===== src/rtl/bphr_pkg.sv =====
// Package with shared types, codes and constants of the button detector
package bphr_pkg;

   localparam int NUM_PINS_DEF = 24;

   localparam int PIN_W     = 5;
   localparam int MODE_W    = 2;
   localparam int DUR_W     = 32;
   localparam int CFG_W     = 16;
   localparam int CSR_IDX_W = 2;

   localparam logic [MODE_W-1:0] MODE_TICK     = 2'd0;
   localparam logic [MODE_W-1:0] MODE_CHANGE   = 2'd1;
   localparam logic [MODE_W-1:0] MODE_ASSIGN   = 2'd2;
   localparam logic [MODE_W-1:0] MODE_DEASSIGN = 2'd3;

   localparam logic KIND_PRESS = 1'b0;
   localparam logic KIND_HELD  = 1'b1;

   localparam logic [CSR_IDX_W-1:0] REG_DEBOUNCE = 2'd0;
   localparam logic [CSR_IDX_W-1:0] REG_HELD     = 2'd1;
   localparam logic [CSR_IDX_W-1:0] REG_REPEAT   = 2'd2;

   localparam logic [CFG_W-1:0] DEBOUNCE_RST = 16'd20;
   localparam logic [CFG_W-1:0] HELD_RST     = 16'd500;
   localparam logic [CFG_W-1:0] REPEAT_RST   = 16'd200;

   typedef struct packed {
      logic [MODE_W-1:0] mode;
      logic [PIN_W-1:0]  pin;
      logic              level;
   } req_word_type;

   typedef struct packed {
      logic              valid;
      logic [PIN_W-1:0]  event_pin;
      logic              event_kind;
      logic [DUR_W-1:0]  duration_ms;
      logic              last;
   } res_type;

   typedef struct packed {
      logic [CFG_W-1:0] debounce_ms;
      logic [CFG_W-1:0] held_ms;
      logic [CFG_W-1:0] repeat_ms;
   } cfg_type;

endpackage


===== src/rtl/bphr_chan_if.sv =====
// Valid/ready channel interfaces for request and response words
interface bphr_req_if
   import bphr_pkg::*;
();
   logic              valid;
   logic              ready;
   logic [MODE_W-1:0] mode;
   logic [PIN_W-1:0]  pin;
   logic              level;

   modport source (output valid, output mode, output pin, output level, input ready);
   modport sink (input valid, input mode, input pin, input level, output ready);
endinterface

interface bphr_rsp_if
   import bphr_pkg::*;
();
   logic             valid;
   logic             ready;
   logic [PIN_W-1:0] event_pin;
   logic             event_kind;
   logic [DUR_W-1:0] duration_ms;
   logic             last;

   modport source (output valid, output event_pin, output event_kind,
                   output duration_ms, output last, input ready);
   modport sink (input valid, input event_pin, input event_kind,
                 input duration_ms, input last, output ready);
endinterface


===== src/rtl/bphr_ram.sv =====
// Generic single-port-write, single-port-read RAM with registered read
module bphr_ram #(
   parameter int WIDTH = 32,
   parameter int DEPTH = 24
) (
   input  logic                                      clock,
   input  logic                                      we,
   input  logic [((DEPTH > 1) ? $clog2(DEPTH) : 1)-1:0] waddr,
   input  logic [WIDTH-1:0]                          wdata,
   input  logic                                      re,
   input  logic [((DEPTH > 1) ? $clog2(DEPTH) : 1)-1:0] raddr,
   output logic [WIDTH-1:0]                          rdata
);

   logic [WIDTH-1:0] mem_ff [DEPTH];
   logic [WIDTH-1:0] rdata_ff;

   always_ff @(posedge clock) begin
      if (we) begin
         mem_ff[waddr] <= wdata;
      end
      if (re) begin
         rdata_ff <= mem_ff[raddr];
      end
   end

   assign rdata = rdata_ff;

endmodule


===== src/rtl/bphr_engine.sv =====
// Sequencer that updates pin flags and the start-time RAM and forms reports
module bphr_engine
   import bphr_pkg::*;
#(
   parameter int NUM_PINS = NUM_PINS_DEF
) (
   input  logic         clock,
   input  logic         reset,
   input  cfg_type      cfg,
   input  logic         in_valid,
   output logic         in_ready,
   input  req_word_type in_word,
   input  logic         out_ok,
   output res_type      push
);

   localparam int IDX_W = (NUM_PINS > 1) ? $clog2(NUM_PINS) : 1;
   localparam int CNT_W = $clog2(NUM_PINS + 1);

   typedef enum logic [1:0] {
      ST_IDLE,
      ST_SCAN,
      ST_FLUSH,
      ST_REL
   } state_type;

   state_type            state_ff, state_in;
   logic [DUR_W-1:0]     now_ff, now_in;
   logic [NUM_PINS-1:0]  pressed_ff, pressed_in;
   logic [NUM_PINS-1:0]  held_ff, held_in;
   logic [NUM_PINS-1:0]  assigned_ff, assigned_in;
   logic [CNT_W-1:0]     rd_cnt_ff, rd_cnt_in;
   logic                 eval_vld_ff, eval_vld_in;
   logic [IDX_W-1:0]     eval_idx_ff, eval_idx_in;
   logic                 pend_vld_ff, pend_vld_in;
   logic [IDX_W-1:0]     pend_idx_ff, pend_idx_in;
   logic [DUR_W-1:0]     pend_dur_ff, pend_dur_in;
   logic [PIN_W-1:0]     rel_pin_ff, rel_pin_in;

   logic                 ram_we;
   logic [IDX_W-1:0]     ram_waddr;
   logic                 ram_re;
   logic [IDX_W-1:0]     ram_raddr;
   logic [DUR_W-1:0]     ram_rdata;

   logic [IDX_W-1:0]     in_idx;
   logic                 in_range;
   logic [DUR_W-1:0]     elapsed;
   logic                 hit;
   logic                 stall;

   bphr_ram #(
      .WIDTH (DUR_W),
      .DEPTH (NUM_PINS)
   ) u_start_ram (
      .clock (clock),
      .we    (ram_we),
      .waddr (ram_waddr),
      .wdata (now_ff),
      .re    (ram_re),
      .raddr (ram_raddr),
      .rdata (ram_rdata)
   );

   assign in_idx   = IDX_W'(in_word.pin);
   assign in_range = (32'(in_word.pin) < NUM_PINS);
   assign elapsed  = now_ff - ram_rdata;
   assign in_ready = (state_ff == ST_IDLE) && !reset;

   always_comb begin
      hit = 1'b0;
      if (eval_vld_ff && assigned_ff[eval_idx_ff] && pressed_ff[eval_idx_ff]) begin
         if (held_ff[eval_idx_ff]) begin
            hit = (elapsed >= DUR_W'(cfg.repeat_ms));
         end else begin
            hit = (elapsed >= DUR_W'(cfg.held_ms));
         end
      end
   end

   assign stall = hit && pend_vld_ff && !out_ok;

   always_comb begin
      state_in    = state_ff;
      now_in      = now_ff;
      pressed_in  = pressed_ff;
      held_in     = held_ff;
      assigned_in = assigned_ff;
      rd_cnt_in   = rd_cnt_ff;
      eval_vld_in = eval_vld_ff;
      eval_idx_in = eval_idx_ff;
      pend_vld_in = pend_vld_ff;
      pend_idx_in = pend_idx_ff;
      pend_dur_in = pend_dur_ff;
      rel_pin_in  = rel_pin_ff;
      ram_we      = 1'b0;
      ram_waddr   = eval_idx_ff;
      ram_re      = 1'b0;
      ram_raddr   = rd_cnt_ff[IDX_W-1:0];
      push        = '0;

      case (state_ff)
         ST_IDLE: begin
            if (in_valid && in_ready) begin
               case (in_word.mode)
                  MODE_TICK: begin
                     now_in      = now_ff + DUR_W'(1);
                     rd_cnt_in   = '0;
                     eval_vld_in = 1'b0;
                     pend_vld_in = 1'b0;
                     state_in    = ST_SCAN;
                  end
                  MODE_CHANGE: begin
                     if (in_range && assigned_ff[in_idx]) begin
                        if (!in_word.level) begin
                           ram_we             = 1'b1;
                           ram_waddr          = in_idx;
                           pressed_in[in_idx] = 1'b1;
                        end else begin
                           pressed_in[in_idx] = 1'b0;
                           held_in[in_idx]    = 1'b0;
                           if (pressed_ff[in_idx] && !held_ff[in_idx]) begin
                              ram_re     = 1'b1;
                              ram_raddr  = in_idx;
                              rel_pin_in = in_word.pin;
                              state_in   = ST_REL;
                           end
                        end
                     end
                  end
                  MODE_ASSIGN: begin
                     if (in_range) begin
                        assigned_in[in_idx] = 1'b1;
                        held_in[in_idx]     = 1'b0;
                        pressed_in[in_idx]  = !in_word.level;
                        if (!in_word.level) begin
                           ram_we    = 1'b1;
                           ram_waddr = in_idx;
                        end
                     end
                  end
                  MODE_DEASSIGN: begin
                     if (in_range) begin
                        assigned_in[in_idx] = 1'b0;
                        pressed_in[in_idx]  = 1'b0;
                        held_in[in_idx]     = 1'b0;
                     end
                  end
                  default: begin
                  end
               endcase
            end
         end
         ST_SCAN: begin
            if (!stall) begin
               if (hit) begin
                  ram_we               = 1'b1;
                  ram_waddr            = eval_idx_ff;
                  held_in[eval_idx_ff] = 1'b1;
                  if (pend_vld_ff) begin
                     push.valid       = 1'b1;
                     push.event_pin   = PIN_W'(pend_idx_ff);
                     push.event_kind  = KIND_HELD;
                     push.duration_ms = pend_dur_ff;
                     push.last        = 1'b0;
                  end
                  pend_vld_in = 1'b1;
                  pend_idx_in = eval_idx_ff;
                  pend_dur_in = elapsed;
               end
               if (rd_cnt_ff < CNT_W'(NUM_PINS)) begin
                  ram_re      = 1'b1;
                  ram_raddr   = rd_cnt_ff[IDX_W-1:0];
                  eval_idx_in = rd_cnt_ff[IDX_W-1:0];
                  eval_vld_in = 1'b1;
                  rd_cnt_in   = rd_cnt_ff + CNT_W'(1);
               end else begin
                  eval_vld_in = 1'b0;
                  state_in    = ST_FLUSH;
               end
            end
         end
         ST_FLUSH: begin
            if (!pend_vld_ff) begin
               state_in = ST_IDLE;
            end else if (out_ok) begin
               push.valid       = 1'b1;
               push.event_pin   = PIN_W'(pend_idx_ff);
               push.event_kind  = KIND_HELD;
               push.duration_ms = pend_dur_ff;
               push.last        = 1'b1;
               pend_vld_in      = 1'b0;
               state_in         = ST_IDLE;
            end
         end
         ST_REL: begin
            if (elapsed < DUR_W'(cfg.debounce_ms)) begin
               state_in = ST_IDLE;
            end else if (out_ok) begin
               push.valid       = 1'b1;
               push.event_pin   = rel_pin_ff;
               push.event_kind  = KIND_PRESS;
               push.duration_ms = elapsed;
               push.last        = 1'b1;
               state_in         = ST_IDLE;
            end
         end
         default: begin
            state_in = ST_IDLE;
         end
      endcase
   end

   always_ff @(posedge clock) begin
      if (reset) begin
         state_ff    <= ST_IDLE;
         now_ff      <= '0;
         pressed_ff  <= '0;
         held_ff     <= '0;
         assigned_ff <= '0;
         rd_cnt_ff   <= '0;
         eval_vld_ff <= 1'b0;
         pend_vld_ff <= 1'b0;
      end else begin
         state_ff    <= state_in;
         now_ff      <= now_in;
         pressed_ff  <= pressed_in;
         held_ff     <= held_in;
         assigned_ff <= assigned_in;
         rd_cnt_ff   <= rd_cnt_in;
         eval_vld_ff <= eval_vld_in;
         pend_vld_ff <= pend_vld_in;
      end
      eval_idx_ff <= eval_idx_in;
      pend_idx_ff <= pend_idx_in;
      pend_dur_ff <= pend_dur_in;
      rel_pin_ff  <= rel_pin_in;
   end

endmodule


===== src/rtl/button_press_hold_repeat_detector_core.sv =====
// Top level of the button press, hold and auto-repeat detector
//
// Usage:
//   req_chan carries one word per item: mode (tick, level change, assign,
//   deassign), pin and level. rsp_chan returns report words: event_pin,
//   event_kind (single press or held), duration_ms and last, which marks
//   the final report caused by one request word.
//   csr_we/csr_index/csr_wdata write debounce_ms (0), held_ms (1) and
//   repeat_ms (2); write them only while the block is idle.
// Sequencing:
//   Assign, deassign, press and release-of-idle-or-held-pin words stay in idle.
//   A release of a pressed, unheld pin reads its start time in the release
//   state and reports a press of at least debounce_ms once the output is free.
//   A tick steps the clock and reads the start-time RAM one pin entry per
//   cycle unless stalled, then pushes the pending held report, if any.
//   Each held report of a tick waits in a pending slot until the next
//   reporting pin is found or the scan ends, so the final one carries last.
//   A stalled response holds its word in the output register; the scan
//   stops while the next report cannot be handed over.
// Reset:
//   Clears the clock, all pin flags and the output valid flag and restores
//   the register defaults (20, 500, 200). No RAM clearing pass is needed.
module button_press_hold_repeat_detector_core
   import bphr_pkg::*;
#(
   parameter int NUM_PINS = NUM_PINS_DEF
) (
   input  logic                 clock,
   input  logic                 reset,
   bphr_req_if.sink             req_chan,
   bphr_rsp_if.source           rsp_chan,
   input  logic                 csr_we,
   input  logic [CSR_IDX_W-1:0] csr_index,
   input  logic [CFG_W-1:0]     csr_wdata
);

   cfg_type          cfg_ff;
   req_word_type     in_word;
   res_type          push;
   logic             out_ok;
   logic             rsp_valid_ff;
   logic [PIN_W-1:0] rsp_pin_ff;
   logic             rsp_kind_ff;
   logic [DUR_W-1:0] rsp_dur_ff;
   logic             rsp_last_ff;

   assign in_word.mode  = req_chan.mode;
   assign in_word.pin   = req_chan.pin;
   assign in_word.level = req_chan.level;

   bphr_engine #(
      .NUM_PINS (NUM_PINS)
   ) u_engine (
      .clock    (clock),
      .reset    (reset),
      .cfg      (cfg_ff),
      .in_valid (req_chan.valid),
      .in_ready (req_chan.ready),
      .in_word  (in_word),
      .out_ok   (out_ok),
      .push     (push)
   );

   always_ff @(posedge clock) begin
      if (reset) begin
         cfg_ff.debounce_ms <= DEBOUNCE_RST;
         cfg_ff.held_ms     <= HELD_RST;
         cfg_ff.repeat_ms   <= REPEAT_RST;
      end else if (csr_we) begin
         case (csr_index)
            REG_DEBOUNCE: cfg_ff.debounce_ms <= csr_wdata;
            REG_HELD:     cfg_ff.held_ms     <= csr_wdata;
            REG_REPEAT:   cfg_ff.repeat_ms   <= csr_wdata;
            default: begin
            end
         endcase
      end
   end

   assign out_ok = !rsp_valid_ff || rsp_chan.ready;

   always_ff @(posedge clock) begin
      if (reset) begin
         rsp_valid_ff <= 1'b0;
      end else if (push.valid) begin
         rsp_valid_ff <= 1'b1;
      end else if (rsp_chan.ready) begin
         rsp_valid_ff <= 1'b0;
      end
      if (push.valid) begin
         rsp_pin_ff  <= push.event_pin;
         rsp_kind_ff <= push.event_kind;
         rsp_dur_ff  <= push.duration_ms;
         rsp_last_ff <= push.last;
      end
   end

   assign rsp_chan.valid       = rsp_valid_ff;
   assign rsp_chan.event_pin   = rsp_pin_ff;
   assign rsp_chan.event_kind  = rsp_kind_ff;
   assign rsp_chan.duration_ms = rsp_dur_ff;
   assign rsp_chan.last        = rsp_last_ff;

endmodule


===== src/flat_wrapper.sv =====
// flat-port wrapper written by rule: the top's interface ports become plain ports
module button_press_hold_repeat_detector_core_flat import bphr_pkg::*;
#(
   parameter int NUM_PINS = NUM_PINS_DEF
)
  (clock, reset, csr_we, csr_index, csr_wdata, req_chan_valid, req_chan_mode, req_chan_pin, req_chan_level, req_chan_ready, rsp_chan_valid, rsp_chan_event_pin, rsp_chan_event_kind, rsp_chan_duration_ms, rsp_chan_last, rsp_chan_ready);
  bphr_req_if req_chan_i ();
  bphr_rsp_if rsp_chan_i ();
  input  logic clock;
  input  logic reset;
  input  logic csr_we;
  input  logic [CSR_IDX_W-1:0] csr_index;
  input  logic [CFG_W-1:0] csr_wdata;
  input wire logic [$bits(req_chan_i.valid)-1:0] req_chan_valid;
  input wire logic [$bits(req_chan_i.mode)-1:0] req_chan_mode;
  input wire logic [$bits(req_chan_i.pin)-1:0] req_chan_pin;
  input wire logic [$bits(req_chan_i.level)-1:0] req_chan_level;
  output wire logic [$bits(req_chan_i.ready)-1:0] req_chan_ready;
  output wire logic [$bits(rsp_chan_i.valid)-1:0] rsp_chan_valid;
  output wire logic [$bits(rsp_chan_i.event_pin)-1:0] rsp_chan_event_pin;
  output wire logic [$bits(rsp_chan_i.event_kind)-1:0] rsp_chan_event_kind;
  output wire logic [$bits(rsp_chan_i.duration_ms)-1:0] rsp_chan_duration_ms;
  output wire logic [$bits(rsp_chan_i.last)-1:0] rsp_chan_last;
  input wire logic [$bits(rsp_chan_i.ready)-1:0] rsp_chan_ready;
  assign req_chan_i.valid = req_chan_valid;
  assign req_chan_i.mode = req_chan_mode;
  assign req_chan_i.pin = req_chan_pin;
  assign req_chan_i.level = req_chan_level;
  assign req_chan_ready = req_chan_i.ready;
  assign rsp_chan_valid = rsp_chan_i.valid;
  assign rsp_chan_event_pin = rsp_chan_i.event_pin;
  assign rsp_chan_event_kind = rsp_chan_i.event_kind;
  assign rsp_chan_duration_ms = rsp_chan_i.duration_ms;
  assign rsp_chan_last = rsp_chan_i.last;
  assign rsp_chan_i.ready = rsp_chan_ready;
  button_press_hold_repeat_detector_core #(.NUM_PINS(NUM_PINS)) u_core (.clock(clock), .reset(reset), .req_chan(req_chan_i), .rsp_chan(rsp_chan_i), .csr_we(csr_we), .csr_index(csr_index), .csr_wdata(csr_wdata));
endmodule

===== config.mk =====
export PLATFORM = sky130hd
export DESIGN_NAME = button_press_hold_repeat_detector_core_flat
export DESIGN_NICKNAME = d
export VERILOG_FILES = /design/src/rtl/bphr_pkg.sv /design/src/rtl/bphr_chan_if.sv /design/src/rtl/bphr_ram.sv /design/src/rtl/bphr_engine.sv /design/src/rtl/button_press_hold_repeat_detector_core.sv /design/src/flat_wrapper.sv
export SDC_FILE = /design/constraint.sdc
export NUM_CORES = 2
export LEC_CHECK = 0
export BUFFER_PORTS_ARGS = -buffer_cell sky130_fd_sc_hd__buf_2
export CAP_MARGIN = 40
export CORE_ASPECT_RATIO = 0.9
export CORE_MARGIN = 3
export CORE_UTILIZATION = 40
export CTS_CLUSTER_DIAMETER = 60
export CTS_CLUSTER_SIZE = 40
export DETAILED_ROUTE_END_ITERATION = 7
export GPL_ROUTABILITY_DRIVEN = 0
export GPL_TIMING_DRIVEN = 0
export SLEW_MARGIN = 20
export SYNTH_ARGS = -nofsm -noshare
export SYNTH_HDL_FRONTEND = slang
export SYNTH_SLANG_ARGS = --single-unit

===== constraint.sdc =====
create_clock -name clock -period 6.3 [get_ports clock]
set_input_delay 0.945 -clock clock [delete_from_list [all_inputs] [get_ports clock]]
set_output_delay 0.945 -clock clock [all_outputs]
set_load 0.01 [all_outputs]

==> summary.txt <==
Pwr
  – Pwr dens: 282 mW/mm^2
  – Static leakage: 19.1 nW
  – Worst vdd ir: 174 uV
  – Clk pwr share: 0.392
  – Net Sw Frac: 0.267
  – Sw power: 0.00394 W
  – Comb power frac: 0.094
  – Sequential power share: 0.514
  – Internal: 0.0108 W

Hold path
  – Hold Crit Class: reg2reg

Setup path
  – Slowest stage delay, CP: 0.58 ns
  – Top Family by Delay on Critical Path: buffers and inverters
  – Crit path cell chain: buf_2 -> clkbuf_1 -> and3b_1 -> clkbuf_1 -> a22oi_1 -> nand2_1 -> a21oi_1 -> nor4bb_1 -> and3_1 -> buf_2 -> buf_4 -> mux2i_2 -> buf_6 -> clkbuf_1 -> clkbuf_1 -> nand2_1 -> nand3_1 -> nand4_1 -> a211oi_1
  – Critical Path Start Type: input port
  – Critical path arrival: 6.57 ns
  – Worst-path maximum fanout: 15
  – WP data required: 6.70 ns
  – Buf/Inv on CP: 8
  – Slowest CP cell: nor4bb_1
  – CP dominant cell by count: clkbuf_1
  – Setup CP Type: in2reg
  – CP Capture Type: flop

Floorplanning
  – Top Ports: 72
  – Die Wd: 360 um
  – Starting density of the core: 0.404
  – Rows: 116
  – Core area: 0.112 mm^2
  – Die Span Y: 325 um
  – Die Footprint: 0.117 mm^2

Status
  – Status: finished clean

STA
  – Final worst path period need: 6.16 ns
  – Final setup fails: 0
  – Worst Tran Pin Value: 0.858 ns
  – Final Hold Fails: 0
  – Period utilization: 0.978
  – Max_slew headroom: 0.428
  – Fmax: 162 MHz
  – Max-slew violation count: 0
  – Clock skew: 0.0549 ns

Synthesis
  – Count of warnings emitted by yosys: 0
  – Mapped Avg Cell Area: 12.8 um^2
  – Post-synth EDFFs: 886
  – FF+latch count, synth: 1,048
  – Post-Synthesis Cell Area: 0.0451 mm^2
  – Sequential fraction of the synthesis area: 0.661
  – Area share of the largest cell type after synthesis: 0.589
  – Most used DFF post-synth: edfxtp_1
  – Mapped Cells: 3,535
  – Synth area leader: edfxtp_1
  – Syn nets: 3,657
  – Synth area leaders: edfxtp_1, dfxtp_1, nand2_1
  – Post-synthesis cell type count: 81
  – Asr flop ratio synth: 0

Routing
  – Vias per cell: 5.54
  – Drt pass-1 iters: 6
  – DR vias: 29,524
  – Drt drc: 0
  – DRT iter0 DRCs: 3,309
  – Routed Antenna Nets: 0
  – Routed wire per std cell: 22.8 um
  – Final WL: 122,000 um

Clocking
  – Reg clk slew, reported paths: 0.09 ns
  – Clock Path Buffers: 3
  – CTS tree: done
  – CTS Sinks: 1,048
  – CTS Hold Bufs: 0
  – Clock root buffer: clkbuf_16
  – H-tree Lvls: 3
  – Num CTS Buffers: 81
  – Later-pin clock latency in the skew report: 0.70 ns

Global route
  – Gr ovfl total: 0
  – GRT Overall Usage: 0.203
  – Initial antenna violation count: 0
  – First-pass GRT wire length: 180,000 um
  – Number of global-route vias before repair: 27,819
  – Largest net degree at the start of global routing: 34

Flow run
  – Maxcap violations: 0

Placement
  – DP Wirelength: 86,300 um
  – Number of port buffers: 71
  – Placed cells: 5,146

Layout
  – Finished Layout Cells: 5,331
  – Share of cells above drive strength 1: 0.132
  – Final net count: 3,909
  – Antenna diodes: 0
  – Leading cell type in the layout, fill and taps excluded: edfxtp_1
  – Most frequent cells in the layout: edfxtp_1, nand2_1, nor2_1
  – Post-layout util: 0.468
  – Area Overhead vs Synth: 15.6%
==> power groups by stage <==
| stage | logic, W | clock network, W | registers, W |
|---|---|---|---|
| global route | 0.00152 | 0.00613 | 0.00759 |
| finish | 0.00139 | 0.00577 | 0.00758 |
| detailed placement | 0.00134 | 0 | 0.00774 |
| floorplan | 0.000885 | 0 | 0.00772 |
| CTS | 0.00135 | 0.00587 | 0.00758 |
| global placement | 0.00129 | 0 | 0.00774 |
==> worst register-to-register path, cell delays in order (launching register included) <==
cell	delay, ns
dfxtp_1	0.64
ha_1	0.32
buf_2	0.18
a21oi_1	0.31
o21ai_0	0.18
a21o_1	0.20
a21oi_1	0.35
o21ai_0	0.22
xor2_2	0.42
ha_1	0.22
nand4_1	0.11
nor2_1	0.20
o21ai_0	0.13
o211ai_1	0.17
a2111o_1	0.19
o31ai_4	0.11
buf_4	0.19
o21bai_1	0.32
nand3b_1	0.34
buf_6	0.28
nor2_4	0.47
buf_16	0.25
==> synth_stat cells, types with 8 or more instances <==
cell type	instances
a22o_1	40
buf_1	18
nand2b_1	18
a211oi_1	50
nand4_1	63
dfxtp_1	162
ha_1	90
nand2_1	596
nor3_1	26
o21a_1	8
buf_4	11
xnor2_1	25
and2_1	21
edfxtp_1	886
o211ai_1	64
nor2b_1	14
nor2_1	270
a311oi_1	13
a21o_1	21
a32oi_1	31
o21ai_0	78
nand3_1	202
clkbuf_1	115
mux2i_1	186
inv_1	99
buf_2	52
and3_1	13
xor2_1	21
or3_1	16
a21oi_1	123
mux4_2	59
a22oi_1	12
==> sequential cells by signal, indices dropped and copies added, names as in the netlist, 2 cells and up, named ones only <==
register                            cells
u_core.u_engine.u_start_ram.rdata      32
u_core.u_engine.pend_idx_ff             5
u_core.rsp_chan.event_pin               5
u_core.u_engine.rd_cnt_ff               5
u_core.cfg_ff                          48
u_core.u_engine.eval_idx_ff             5
u_core.u_engine.held_ff                24
u_core.u_engine.u_start_ram.mem_ff    768
u_core.u_engine.pend_dur_ff            32
u_core.u_engine.rel_pin_ff              5
u_core.rsp_chan.duration_ms            32
u_core.u_engine.state_ff                2
u_core.u_engine.now_ff                 32
==> final timing paths <==
| path | slack, ns | cells after the start | to | from |
|---|---|---|---|---|
| max | 0.14 | 19 | u_core.u_engine.u_start_ram.rdata[23] | req_chan_pin[4] |
| min | 0.43 | 0 | u_core.u_engine.eval_idx_ff[4] | u_core.u_engine.rd_cnt_ff[4] |
| max reg2reg | 0.22 | 21 | u_core.u_engine.u_start_ram.mem_ff[4][16] | u_core.u_engine.now_ff[8] |
| min reg2reg | 0.43 | 0 | u_core.u_engine.eval_idx_ff[4] | u_core.u_engine.rd_cnt_ff[4] |
==> layout make-up <==
| type | count | area (um^2) |
|---|---|---|
| flip-flops and latches | 1048 | 29900 |
| clock inverters | 63 | 921 |
| plain buffers | 199 | 871 |
| clock buffers | 89 | 2150 |
| well taps | 1475 | 1850 |
| fillers | 9834 | 59400 |
| inverters | 99 | 372 |
| multi-input cells | 2190 | 14300 |
| repair buffers | 168 | 1850 |
==> through the flow <==
stage / setup WS, ns / cell area, um^2 / setup TNS (ns) / hold slack [ns] / power, W
finish: 0.138 / 52200 / 0 / 0.431 / 0.0147
global route: -0.000403 / 52200 / -0.000403 / 0.435 / 0.0152
CTS: 0.0867 / 51800 / 0 / 0.432 / 0.0148
detailed placement: -0.805 / 48700 / -87.84 / 0.416 / 0.00908
global placement: -2.40 / 47300 / -1746.17 / 0.408 / 0.00903
floorplan: 0.767 / 45100 / 0 / 0.406 / 0.00861
==> timing repair <==
action | 4_1_cts | 5_1_grt
cloned | 0 | 1
pin swaps | 0 | 10
gates resized for setup | 8 | 5
buffers inserted | 0 | 30
setup endpoints to repair | 541 | 319
==> cells by family (layout without fill, tap and decap cells) <==
group,Yosys count,count (layout),share of synthesized area
buf+inv,298,618,0.0275
xor+xnor,46,46,0.00892
fa+ha+maj,91,91,0.0254
mux,251,251,0.0722
compound gates,523,523,0.0804
flops,1048,1048,0.661
simple gates,1278,1279,0.124
==> layer usage <==
metal	global-route usage	share of wire
met1	0.298	0.45
met2	0.310	0.45
met3	0.0391	0.079
met4	0.0482	0.022
met5	0	0
Note: power is estimated with default switching activity, not from simulation.
